**config.mk**
```make
export PLATFORM = sky130hd
export DESIGN_NAME = cron_next_match_search_top
export DESIGN_NICKNAME = d
export VERILOG_FILES = /design/src/sv/cnms_pkg.sv /design/src/sv/cnms_step.sv /design/src/sv/cron_next_match_search_top.sv
export SDC_FILE = /design/constraint.sdc
export NUM_CORES = 1
export LEC_CHECK = 0
export BUFFER_PORTS_ARGS = -buffer_cell sky130_fd_sc_hd__buf_2
export CELL_PAD_IN_SITES_DETAIL_PLACEMENT = 2
export CELL_PAD_IN_SITES_GLOBAL_PLACEMENT = 2
export CORE_MARGIN = 2
export CORE_UTILIZATION = 39
export CTS_BUF_LIST = sky130_fd_sc_hd__clkbuf_4 sky130_fd_sc_hd__clkbuf_8
export CTS_CLUSTER_DIAMETER = 40
export DETAILED_ROUTE_END_ITERATION = 16
export PLACE_DENSITY = 0.81
export SLEW_MARGIN = 20
export SYNTH_ARGS = -nofsm -noshare
export SYNTH_HDL_FRONTEND = slang
export SYNTH_HIERARCHICAL = 1
export SYNTH_SLANG_ARGS = --single-unit
```
**constraint.sdc**
```tcl
create_clock -name clk -period 9.5 [get_ports clk]
set_input_delay 1.9 -clock clk [delete_from_list [all_inputs] [get_ports clk]]
set_output_delay 1.9 -clock clk [all_outputs]
set_load 0.02 [all_outputs]
```
**src/sv/cnms_pkg.sv**
```systemverilog
// ----------------------------------------------------------------------------
// cnms_pkg: shared types, constants and calendar helpers
// Holds the candidate time type, the configuration bundle, the register
// index codes and the month-length rule used by the search block.
// ----------------------------------------------------------------------------
package cnms_pkg;

  // Search window.
  localparam int SEARCH_DAYS    = 366;
  localparam int MIN_PER_DAY    = 1440;
  localparam int SEARCH_MINUTES = SEARCH_DAYS * MIN_PER_DAY;
  localparam int LEFT_W         = $clog2(SEARCH_MINUTES + 1);

  // Field widths.
  localparam int YEAR_W   = 14;
  localparam int MONTH_W  = 4;
  localparam int DAY_W    = 5;
  localparam int HOUR_W   = 5;
  localparam int MINUTE_W = 6;
  localparam int SECOND_W = 6;
  localparam int WDAY_W   = 3;
  localparam int CFG_W    = 60;
  localparam int CFG_IDX_W = 3;

  // Leap-year cycle of the Gregorian calendar. The quotient of the year by
  // the cycle comes from a reciprocal multiplication, (year * 5243) >> 21,
  // which is exact over the whole 14-bit year range; the residue follows by
  // multiplying back and subtracting.
  localparam int LEAP_CYCLE = 400;
  localparam int R400_W     = 9;
  localparam int R400_RECIP = 5243;
  localparam int R400_SHIFT = 21;
  localparam int Q400_W     = 6;

  // Configuration register indexes.
  localparam logic [CFG_IDX_W-1:0] REG_SCHEDULE_VALID = 3'd0;
  localparam logic [CFG_IDX_W-1:0] REG_MINUTE_MASK    = 3'd1;
  localparam logic [CFG_IDX_W-1:0] REG_HOUR_MASK      = 3'd2;
  localparam logic [CFG_IDX_W-1:0] REG_MONTHDAY_MASK  = 3'd3;
  localparam logic [CFG_IDX_W-1:0] REG_MONTH_MASK     = 3'd4;
  localparam logic [CFG_IDX_W-1:0] REG_WEEKDAY_MASK   = 3'd5;
  localparam logic [CFG_IDX_W-1:0] REG_DAY_EITHER     = 3'd6;

  typedef logic [LEFT_W-1:0] left_t;

  typedef struct packed {
    logic [YEAR_W-1:0]   year;
    logic [R400_W-1:0]   r400;
    logic [MONTH_W-1:0]  month;
    logic [DAY_W-1:0]    day;
    logic [HOUR_W-1:0]   hour;
    logic [MINUTE_W-1:0] minute;
    logic [WDAY_W-1:0]   weekday;
  } cand_t;

  typedef struct packed {
    logic [59:0] minute_mask;
    logic [23:0] hour_mask;
    logic [30:0] monthday_mask;
    logic [11:0] month_mask;
    logic [6:0]  weekday_mask;
    logic        day_either;
  } cfg_t;

  typedef enum logic {
    OP_ADVANCE = 1'b0,
    OP_SEARCH  = 1'b1
  } step_op_t;

  typedef struct packed {
    logic stop;
    logic hit;
  } step_res_t;

  // Leap year from the year's residue modulo 400.
  function automatic logic is_leap(input logic [R400_W-1:0] r);
    logic century;
    century = (r == 9'd100) || (r == 9'd200) || (r == 9'd300);
    return (r[1:0] == 2'd0) && !century;
  endfunction

  function automatic logic [DAY_W-1:0] month_len(input logic [MONTH_W-1:0] m,
                                                 input logic leap);
    logic [DAY_W-1:0] len;
    if (m == 4'd2) begin
      len = leap ? 5'd29 : 5'd28;
    end else if (m inside {4'd4, 4'd6, 4'd9, 4'd11}) begin
      len = 5'd30;
    end else begin
      len = 5'd31;
    end
    return len;
  endfunction

endpackage

```
**src/sv/cnms_step.sv**
```systemverilog
// ----------------------------------------------------------------------------
// cnms_step: one step of the calendar search
// Either advances the candidate by one minute, or makes one search decision:
// skip the rest of the day, skip the rest of the hour, report a hit, or move
// on by one minute, charging the skipped minutes to the remaining budget and stopping once it runs out.
// ----------------------------------------------------------------------------
module cnms_step (
  input  cnms_pkg::step_op_t  op,
  input  cnms_pkg::cfg_t      cfg,
  input  cnms_pkg::cand_t     cand,
  input  cnms_pkg::left_t     left,
  output cnms_pkg::cand_t     cand_next,
  output cnms_pkg::left_t     left_next,
  output cnms_pkg::step_res_t res
);

  function automatic cnms_pkg::cand_t adv_day(input cnms_pkg::cand_t c);
    cnms_pkg::cand_t n;
    n = c;
    n.weekday = (c.weekday == 3'd6) ? 3'd0 : c.weekday + 3'd1;
    if (c.day >= cnms_pkg::month_len(c.month, cnms_pkg::is_leap(c.r400))) begin
      n.day = 5'd1;
      if (c.month >= 4'd12) begin
        n.month = 4'd1;
        n.year  = c.year + 14'd1;
        if (c.year == '1) begin
          n.r400 = '0;
        end else if (c.r400 == 9'(cnms_pkg::LEAP_CYCLE - 1)) begin
          n.r400 = '0;
        end else begin
          n.r400 = c.r400 + 9'd1;
        end
      end else begin
        n.month = c.month + 4'd1;
      end
    end else begin
      n.day = c.day + 5'd1;
    end
    return n;
  endfunction

  function automatic cnms_pkg::cand_t adv_hour(input cnms_pkg::cand_t c);
    cnms_pkg::cand_t n;
    n = c;
    n.minute = '0;
    if (c.hour >= 5'd23) begin
      n.hour = '0;
      n = adv_day(n);
    end else begin
      n.hour = c.hour + 5'd1;
    end
    return n;
  endfunction

  function automatic cnms_pkg::cand_t adv_minute(input cnms_pkg::cand_t c);
    cnms_pkg::cand_t n;
    n = c;
    if (c.minute >= 6'd59) begin
      n = adv_hour(c);
    end else begin
      n.minute = c.minute + 6'd1;
    end
    return n;
  endfunction

  logic            month_ok;
  logic            mday_ok;
  logic            wday_ok;
  logic            day_ok;
  logic            hour_ok;
  logic            minute_ok;
  logic [10:0]     skip_day;
  logic [10:0]     skip_hour;
  cnms_pkg::cand_t day_start;

  assign month_ok  = cfg.month_mask[cand.month - 4'd1];
  assign mday_ok   = cfg.monthday_mask[cand.day - 5'd1];
  assign wday_ok   = cfg.weekday_mask[cand.weekday];
  assign day_ok    = month_ok && (cfg.day_either ? (mday_ok || wday_ok) : (mday_ok && wday_ok));
  assign hour_ok   = cfg.hour_mask[cand.hour];
  assign minute_ok = cfg.minute_mask[cand.minute];

  // Minutes from the candidate to the next midnight and to the next hour.
  assign skip_hour = 11'(7'd60 - 7'(cand.minute));
  assign skip_day  = 11'(11'(5'd23 - cand.hour) * 11'd60) + skip_hour;

  always_comb begin
    day_start        = cand;
    day_start.hour   = '0;
    day_start.minute = '0;
  end

  always_comb begin
    cand_next = cand;
    left_next = left;
    res.stop  = 1'b0;
    res.hit   = 1'b0;
    if (op == cnms_pkg::OP_ADVANCE) begin
      cand_next = adv_minute(cand);
    end else if (left == '0) begin
      res.stop = 1'b1;
    end else if (!day_ok) begin
      if (cnms_pkg::left_t'(skip_day) >= left) begin
        res.stop = 1'b1;
      end else begin
        left_next = left - cnms_pkg::left_t'(skip_day);
        cand_next = adv_day(day_start);
      end
    end else if (!hour_ok) begin
      if (cnms_pkg::left_t'(skip_hour) >= left) begin
        res.stop = 1'b1;
      end else begin
        left_next = left - cnms_pkg::left_t'(skip_hour);
        cand_next = adv_hour(cand);
      end
    end else if (minute_ok) begin
      res.stop = 1'b1;
      res.hit  = 1'b1;
    end else begin
      left_next = left - cnms_pkg::left_t'(1);
      cand_next = adv_minute(cand);
    end
  end

endmodule

```
**src/sv/cron_next_match_search_top.sv**
```systemverilog
// ----------------------------------------------------------------------------
// cron_next_match_search_top: next matching minute of a cron schedule
// One request at a time; the search loop through cnms_step makes one
// decision a cycle over up to 366 days of minutes, and a result held by
// the receiver stalls the next one. Synchronous reset clears the schedule
// registers and the sequencer; no sweep.
// ----------------------------------------------------------------------------
module cron_next_match_search_top (
  input  logic        clk,
  input  logic        rst,

  // Configuration write channel.
  input  logic        cfg_valid,
  output logic        cfg_ready,
  input  logic [2:0]  cfg_index,
  input  logic [59:0] cfg_data,

  // Request channel.
  input  logic        in_valid,
  output logic        in_ready,
  input  logic [13:0] start_year,
  input  logic [3:0]  start_month,
  input  logic [4:0]  start_day,
  input  logic [4:0]  start_hour,
  input  logic [5:0]  start_minute,
  input  logic [5:0]  start_second,
  input  logic [2:0]  start_weekday,

  // Result channel.
  output logic        out_valid,
  input  logic        out_ready,
  output logic        found,
  output logic [13:0] next_year,
  output logic [3:0]  next_month,
  output logic [4:0]  next_day,
  output logic [4:0]  next_hour,
  output logic [5:0]  next_minute,
  output logic [2:0]  next_weekday
);

  // Phases of a request; a disabled schedule goes from S_IDLE to S_RESULT:
  //   S_IDLE   waits for a request and clamps the fields that need no calendar.
  //   S_MOD    finds the year modulo 400: a reciprocal multiplication
  //            gives the registered quotient, then multiplying back and
  //            subtracting leaves the residue, so that leap years follow.
  //   S_CLAMP  limits the day of month to the length of the start month.
  //   S_START  moves to the next whole minute and loads the minute budget.
  //   S_SEARCH makes one decision a cycle in the shared step unit.
  //   S_RESULT hands the answer to the output register once it is free.
  typedef enum logic [5:0] {
    S_IDLE   = 6'b000001,
    S_MOD    = 6'b000010,
    S_CLAMP  = 6'b000100,
    S_START  = 6'b001000,
    S_SEARCH = 6'b010000,
    S_RESULT = 6'b100000
  } state_t;

  state_t                   state;
  logic                     schedule_valid;
  cnms_pkg::cfg_t           cfg;
  cnms_pkg::cand_t          cand;
  cnms_pkg::left_t          left;
  logic [13:0]              rem;
  logic                     mod_step;
  logic [cnms_pkg::Q400_W-1:0] quot;
  logic                     res_found;

  cnms_pkg::step_op_t       op;
  cnms_pkg::cand_t          cand_next;
  cnms_pkg::left_t          left_next;
  cnms_pkg::step_res_t      res;

  logic [cnms_pkg::Q400_W-1:0] quot_est;
  logic [13:0]              quot_x400;
  logic [13:0]              rem_next;
  logic [4:0]               dim;
  logic                     in_fire;
  logic                     out_free;

  // The configuration port never stalls; the sender must make writes only while idle, the block does not enforce it.
  assign cfg_ready = 1'b1;
  assign in_ready  = (state == S_IDLE);
  assign in_fire   = in_valid && in_ready;
  assign out_free  = !out_valid || out_ready;

  // The seconds of the start time never matter: the search always begins at
  // the following whole minute.
  logic unused_second;
  assign unused_second = ^start_second;

  always_ff @(posedge clk) begin
    if (rst) begin
      schedule_valid <= 1'b0;
      cfg            <= '0;
    end else if (cfg_valid && cfg_ready) begin
      case (cfg_index)
        cnms_pkg::REG_SCHEDULE_VALID: schedule_valid        <= cfg_data[0];
        cnms_pkg::REG_MINUTE_MASK:    cfg.minute_mask       <= cfg_data[59:0];
        cnms_pkg::REG_HOUR_MASK:      cfg.hour_mask         <= cfg_data[23:0];
        cnms_pkg::REG_MONTHDAY_MASK:  cfg.monthday_mask     <= cfg_data[30:0];
        cnms_pkg::REG_MONTH_MASK:     cfg.month_mask        <= cfg_data[11:0];
        cnms_pkg::REG_WEEKDAY_MASK:   cfg.weekday_mask      <= cfg_data[6:0];
        cnms_pkg::REG_DAY_EITHER:     cfg.day_either        <= cfg_data[0];
        default: begin
        end
      endcase
    end
  end

  // Year modulo 400. The quotient from the reciprocal product is registered
  // first; then it is multiplied back by 400 and subtracted.
  // The residue is below 400, so its low nine bits hold all of it.
  assign quot_est  = cnms_pkg::Q400_W'((27'(rem) * 27'(cnms_pkg::R400_RECIP))
                                      >> cnms_pkg::R400_SHIFT);
  assign quot_x400 = 14'(quot) * 14'(cnms_pkg::LEAP_CYCLE);
  assign rem_next  = rem - quot_x400;

  assign dim = cnms_pkg::month_len(cand.month, cnms_pkg::is_leap(cand.r400));

  // The step unit is used once to advance to the next minute, and then once
  // a cycle for the search decisions.
  assign op = (state == S_START) ? cnms_pkg::OP_ADVANCE : cnms_pkg::OP_SEARCH;

  cnms_step u_step (
    .op        (op),
    .cfg       (cfg),
    .cand      (cand),
    .left      (left),
    .cand_next (cand_next),
    .left_next (left_next),
    .res       (res)
  );

  always_ff @(posedge clk) begin
    if (rst) begin
      state     <= S_IDLE;
      out_valid <= 1'b0;
    end else begin
      // In S_RESULT a departing result is replaced by the new one at once.
      if (out_valid && out_ready && state != S_RESULT) begin
        out_valid <= 1'b0;
      end
      case (state)
        S_IDLE: begin
          if (in_fire) begin
            state <= schedule_valid ? S_MOD : S_RESULT;
          end
        end
        S_MOD: begin
          if (mod_step == 1'b0) begin
            state <= S_CLAMP;
          end
        end
        S_CLAMP: begin
          state <= S_START;
        end
        S_START: begin
          state <= S_SEARCH;
        end
        S_SEARCH: begin
          if (res.stop) begin
            state <= S_RESULT;
          end
        end
        S_RESULT: begin
          if (out_free) begin
            out_valid <= 1'b1;
            state     <= S_IDLE;
          end
        end
        default: begin
          state <= S_IDLE;
        end
      endcase
    end
  end

  // Datapath registers; they need no reset.
  always_ff @(posedge clk) begin
    case (state)
      S_IDLE: begin
        if (in_fire) begin
          // Out-of-range fields are saturated; weekday seven wraps to Sunday.
          cand.year    <= start_year;
          cand.month   <= (start_month == 4'd0) ? 4'd1 :
                          (start_month > 4'd12) ? 4'd12 : start_month;
          cand.day     <= (start_day == 5'd0) ? 5'd1 : start_day;
          cand.hour    <= (start_hour > 5'd23) ? 5'd23 : start_hour;
          cand.minute  <= (start_minute > 6'd59) ? 6'd59 : start_minute;
          cand.weekday <= (start_weekday == 3'd7) ? 3'd0 : start_weekday;
          rem          <= start_year;
          mod_step     <= 1'b1;
          res_found    <= 1'b0;
        end
      end
      S_MOD: begin
        if (mod_step) begin
          quot     <= quot_est;
          mod_step <= 1'b0;
        end else begin
          cand.r400 <= rem_next[8:0];
        end
      end
      S_CLAMP: begin
        if (cand.day > dim) begin
          cand.day <= dim;
        end
      end
      S_START: begin
        cand <= cand_next;
        left <= cnms_pkg::left_t'(cnms_pkg::SEARCH_MINUTES);
      end
      S_SEARCH: begin
        if (res.stop) begin
          res_found <= res.hit;
        end else begin
          cand <= cand_next;
          left <= left_next;
        end
      end
      S_RESULT: begin
        // A miss, or a disabled schedule, reports all fields as zero.
        if (out_free) begin
          found        <= res_found;
          next_year    <= res_found ? cand.year    : '0;
          next_month   <= res_found ? cand.month   : '0;
          next_day     <= res_found ? cand.day     : '0;
          next_hour    <= res_found ? cand.hour    : '0;
          next_minute  <= res_found ? cand.minute  : '0;
          next_weekday <= res_found ? cand.weekday : '0;
        end
      end
      default: begin
      end
    endcase
  end

endmodule

```
==> impl_metrics.env, run 1 <==
export IMPL_maxCapViolations=0
export IMPL_wl_met3_mm=4.20
export IMPL_switching_share_pct=41.6
export IMPL_grtUsageTotal_pct=30.6
export IMPL_final_layout_size_suffix_gt1_share_pct=13.7
export IMPL_numCtsBuffers=57
export IMPL_top_layer="met5"
export IMPL_fp_dieW_um=234
export IMPL_synth_fp_nets=2764
export IMPL_wl_met1_mm=32.3
export IMPL_synth_distinct_cells=94
export IMPL_clockPowerShare_pct=28.2
export IMPL_cts_tree="built"
export IMPL_finalInstanceArea_mm2=0.0233
export IMPL_port_buffer_count=144
export IMPL_avgSynthCellArea_um2=8.50
export IMPL_grt_max_degree=104
export IMPL_clockBufferDepth=3
export IMPL_hold_class="flip-flop to flip-flop"
export IMPL_drt_wl_total_mm=83.1
export IMPL_powerDensity_mw_per_mm2=227
export IMPL_synth_cells=2425
export IMPL_final_common_cell="nand2_1"
export IMPL_clk_pin_slew_worst_paths_ps=70
export IMPL_die_y_um=234
export IMPL_cts_hold_buf=0
export IMPL_max_freq_mhz=123
export IMPL_arrival_ps=8420
export IMPL_cp_required_ps=9790
export IMPL_rsz0062_at_grt="no"
export IMPL_area_growth_pct=12.9
export IMPL_ctsHtreeMaxLevel=2
export IMPL_end_kind="flip-flop"
export IMPL_relSlewSlack_pct=26.7
export IMPL_switchingPower_mw=2.20
export IMPL_seqCellArea_mm2=0.00662
export IMPL_maxSlewViolCount=0
export IMPL_ioPinCount=152
export IMPL_first_global_vias=21600
export IMPL_cts_setup_buffers=0
export IMPL_dr_pass1_iters=5
export IMPL_via_per_inst=5.95
export IMPL_hold_viol=0
export IMPL_place_area_mm2=0.0219
export IMPL_wl_per_cell_um=25.5
export IMPL_drt_iter0_drc=1160
export IMPL_setup_viol=0
export IMPL_layout_common_cells="nand2_1, a21oi_1, inv_1"
export IMPL_ant_nets=0
export IMPL_vias=19400
export IMPL_grt_overflow=0
export IMPL_cp_start_kind="flip-flop"
export IMPL_rows=84
export IMPL_leakagePower_nw=9.70
export IMPL_status="completed"
export IMPL_critPathMaxFanout=24
export IMPL_post_route_drc_count=0
export IMPL_post_route_period_util_pct=85.6
export IMPL_synth_seq_cells=268
export IMPL_dr_wl_met2_mm=42.9
export IMPL_ir_drop_v=0.000201
export IMPL_async_flop_share_pct=0
export IMPL_coreArea_mm2=0.0524
export IMPL_initial_utilization_pct=39.3
export IMPL_p_seq_share_pct=25.7
export IMPL_finalCriticalPeriod_ps=8130
export IMPL_multi_input_comb_area_mm2=0.0127
export IMPL_nets=2868
export IMPL_worst_slew_pin_transition_ps=1100
export IMPL_antenna_found_initial=2
export IMPL_setup_tns_ps=0
export IMPL_synth_edff_count=125
export IMPL_total_power_mw=5.28
export IMPL_ys_warn_count=6
export IMPL_clk_latency_ps=680
export IMPL_num_fill_cells=5819
export IMPL_clock_skew_ps=49.2
export IMPL_cts_resized=0
export IMPL_cts_sinks=268
export IMPL_dpl_hpwl_mm=60.4
export IMPL_criticalPathCategory="flip-flop to flip-flop"
export IMPL_internal_power_mw=3.08
export IMPL_die_area_mm2=0.0547
export IMPL_yosysSeqAreaShare_pct=32.1
export IMPL_clockRootBuffer="clkbuf_8"
export IMPL_gp_congestion=0.892
export IMPL_grt_first_pass_wirelength_mm=128
export IMPL_power_frac_comb_pct=46.1
export IMPL_syn_cell_area_mm2=0.0206
export IMPL_yosys_most_used_dff="dfxtp_1"
-- worst paths after layout --
path                    startpoint  depth (start not counted)               endpoint  slack, ps
min          cfg[125]$_SDFFE_PP0P_                          2  cfg[125]$_SDFFE_PP0P_        450
max              cand[9]$_DFFE_PP_                         25     cand[43]$_DFFE_PP_       1370
min reg2reg  cfg[125]$_SDFFE_PP0P_                          2  cfg[125]$_SDFFE_PP0P_        450
max reg2reg      cand[9]$_DFFE_PP_                         25     cand[43]$_DFFE_PP_       1370
-- metal layers --
layer | vias up | track usage [%]
li1 | 8711 | -
met1 | 9864 | 35.0
met2 | 636 | 56.5
met3 | 204 | 4.13
met4 | 2 | 13.7
met5 | - | 0
-- worst max-delay path, cell delays in order (launching register included) --
cell	delay (ps)
edfxtp_1	780
fa_1	710
inv_1	80
fa_1	540
inv_1	70
fa_1	470
inv_1	40
ha_1	310
a21oi_1	230
o21bai_1	100
a21oi_1	230
o21bai_1	90
a21oi_1	190
xnor2_1	130
ha_1	360
nand3_1	120
or3_1	420
o21ai_0	370
a21oi_1	290
a22oi_1	330
nand2_1	120
nand2_1	260
inv_1	260
a31oi_1	360
a2bb2oi_4	400
buf_4	440
-- synthesized netlist by cell type (46+ instances only) --
library cell | number | area (um2)
nor2_1 | 114 | 428
o21ai_0 | 90 | 450
dfxtp_1 | 143 | 2860
clkbuf_1 | 86 | 323
ha_1 | 157 | 1960
nand3_1 | 56 | 280
nand2_1 | 503 | 1890
edfxtp_1 | 125 | 3750
and2_1 | 63 | 394
fa_1 | 71 | 1420
xnor2_1 | 46 | 403
inv_1 | 188 | 706
a21oi_1 | 240 | 1200
-- power by group through the flow --
stage	registers [mW]	clock network (mW)	logic, mW
2_1_floorplan	1.34	0	1.58
3_5_place_dp	1.38	0	2.40
4_1_cts	1.35	1.52	2.44
3_3_place_gp	1.37	0	2.11
6_report	1.35	1.49	2.43
5_1_grt	1.36	1.56	2.72
-- cells by family after synthesis --
| kind of cell | Yosys count | share of synthesized area (%) |
|---|---|---|
| simple gates | 904 | 20.1 |
| compound gates | 573 | 17.4 |
| buf+inv | 324 | 6.33 |
| flops | 268 | 32.1 |
| fa+ha+maj | 228 | 16.4 |
| xor+xnor | 67 | 2.85 |
| mux | 60 | 4.85 |
| other cells | 1 | 0.0182 |
-- registers in the layout, summed over array words and instances (netlist names), 6 cells and up --
register and count:
next_year 14, left 20, cand 46, cfg 135, rem 14, next_minute 6, state 6
-- stage by stage --
stage / instances / hold WS, ps / util (%) / setup WS (ps)
after detailed placement: 3157 / 448 / 41.7 / 1510
final: 3263 / 454 / 44.4 / 1370
after global placement: 3157 / 438 / 41.7 / 1700
after CTS: 3261 / 456 / 44.3 / 1330
after floorplan: 2425 / 433 / - / 2220
after global routing: 3262 / 475 / 44.4 / 947
-- area by class of cell --
class | count | area share (%)
Clock inverter | 33 | 1.79
Sequential cell | 268 | 28.4
Antenna cell | 1 | 0.0108
Clock buffer | 71 | 3.96
Timing Repair Buffer | 178 | 4.29
Multi-Input combinational cell | 1833 | 54.7
Inverter | 191 | 3.08
Tap cell | 688 | 3.70
(Power assumes the default switching activity.)
==> run 2: changes to the inputs <==
PLACE_DENSITY = unset   (was 0.81)
PLACE_DENSITY_LB_ADDON = 0.25   (was unset)
==> impl_metrics.env, run 2 (synthesized netlist as in run 1, its figures left out) <==
export IMPL_vias=19200
export IMPL_nets=2866
export IMPL_hold_class="flip-flop to flip-flop"
export IMPL_port_buffer_count=144
export IMPL_cp_required_ps=9840
export IMPL_place_inst=3156
export IMPL_grtUsageTotal_pct=29.8
export IMPL_first_global_vias=21400
export IMPL_rsz0062_at_grt="no"
export IMPL_slowest_delay_ps=750
export IMPL_cts_resized=0
export IMPL_final_cell_count_no_fill=3258
export IMPL_setup_ws_ps=1620
export IMPL_ir_drop_v=0.000231
export IMPL_worstSetupStartpoint="cand[9]$_DFFE_PP_"
export IMPL_drt_iter0_drc=1172
export IMPL_via_per_inst=5.89
export IMPL_final_layout_size_suffix_gt1_share_pct=13.9
export IMPL_max_freq_mhz=127
export IMPL_cts_setup_buffers=0
export IMPL_end_kind="flip-flop"
export IMPL_cts_tree="built"
export IMPL_grt_max_degree=115
export IMPL_min_from="cfg[37]$_SDFFE_PP0P_"
export IMPL_post_route_period_util_pct=83.0
export IMPL_die_y_um=234
export IMPL_layout_common_cells="nand2_1, a21oi_1, inv_1"
export IMPL_maxSlewViolCount=0
export IMPL_arrival_ps=8220
export IMPL_drt_wl_total_mm=80.9
export IMPL_ioPinCount=152
export IMPL_rr_startpoint="cand[9]$_DFFE_PP_"
export IMPL_largest_reg_flops=135
export IMPL_clk_pin_slew_worst_paths_ps=60
export IMPL_finalCriticalPeriod_ps=7880
export IMPL_clock_skew_ps=25.8
export IMPL_numCtsBuffers=57
export IMPL_initial_utilization_pct=39.3
export IMPL_relSlewSlack_pct=22.8
export IMPL_multi_input_comb_area_mm2=0.0127
export IMPL_worst_slew_pin_transition_ps=1150
export IMPL_setup_viol=0
export IMPL_cp_start_kind="flip-flop"
export IMPL_clk_latency_ps=660
export IMPL_n_antenna_cell=0
export IMPL_coreArea_mm2=0.0524
export IMPL_num_fill_cells=5876
export IMPL_seqCellArea_mm2=0.00662
export IMPL_slowest_stage="edfxtp_1"
export IMPL_area_growth_pct=12.5
export IMPL_antenna_found_initial=6
export IMPL_fp_dieW_um=234
export IMPL_powerDensity_mw_per_mm2=222
export IMPL_top_register="cfg"
export IMPL_hold_viol=0
export IMPL_rows=84
export IMPL_criticalPathCategory="flip-flop to flip-flop"
export IMPL_ctsHtreeMaxLevel=2
export IMPL_grt_overflow=0
export IMPL_clockRootBuffer="clkbuf_8"
export IMPL_post_route_drc_count=0
export IMPL_maxCapViolations=0
export IMPL_total_power_mw=5.16
export IMPL_cts_sinks=268
export IMPL_cts_hold_buf=0
export IMPL_place_ws_ps=1690
export IMPL_dr_pass1_iters=6
export IMPL_ant_nets=0
export IMPL_grt_first_pass_wirelength_mm=125
export IMPL_dpl_hpwl_mm=60.4
export IMPL_final_common_cell="nand2_1"
export IMPL_leakagePower_nw=9.69
export IMPL_die_area_mm2=0.0547
export IMPL_setup_tns_ps=0
export IMPL_gp_congestion=0.899
export IMPL_critPathMaxFanout=32
export IMPL_reg_top3="cfg (135), cand (46), left (20)"
export IMPL_utilization_pct=44.2
export IMPL_wl_per_cell_um=24.8
export IMPL_clockBufferDepth=3
export IMPL_status="completed"
## run 2: cell type report
cell class	instances	share of cell area, %
clock buffers	79	4.37
clock inverters	23	1.21
inverters	191	3.09
multi-input cells	1833	54.9
flip-flops and latches	268	28.5
well taps	688	3.71
repair buffers	176	4.17
## run 2: worst paths after layout
kind / endpoint / slack [ps] / cells after the start
hold reg to reg: cfg[37]$_SDFFE_PP0P_ / 450 / 2
hold / removal: cfg[37]$_SDFFE_PP0P_ / 450 / 2
setup / recovery: cand[43]$_DFFE_PP_ / 1620 / 25
setup reg to reg: cand[43]$_DFFE_PP_ / 1620 / 25
## run 2: critical path, delay by kind of cell, from the launching register on
family                     cells  cell delay [ps]
DFF                            1              750
xor gates and xnor gates       1              130
and+or+nand+nor                5             1300
adders and majority gates      5             2350
buffers and inverters          5              860
AOI/OAI and AO/OA              9             2140
## run 2: through the flow
step                      hold slack (ps)  area, um2
after floorplan                       433      20600
after CTS                             458      23200
final                                 454      23200
after global placement                439      21900
after global routing                  472      23200
after detailed placement              450      21900
## run 2: where the power goes
group,leakage (nW),switching [mW],internal [mW],total [mW]
Sequential,2.36,0.0784,1.28,1.35
Clock,0.687,0.576,0.854,1.43
Combinational,6.64,1.47,0.904,2.37
## run 2: metal layers
metal	GRT usage, %	share of wire, %	vias to the layer above
li1	-	-	8711
met1	34.4	40	9731
met2	53.6	51	508
met3	4.38	4.1	222
met4	14.8	5.0	8
met5	0	0.049	-
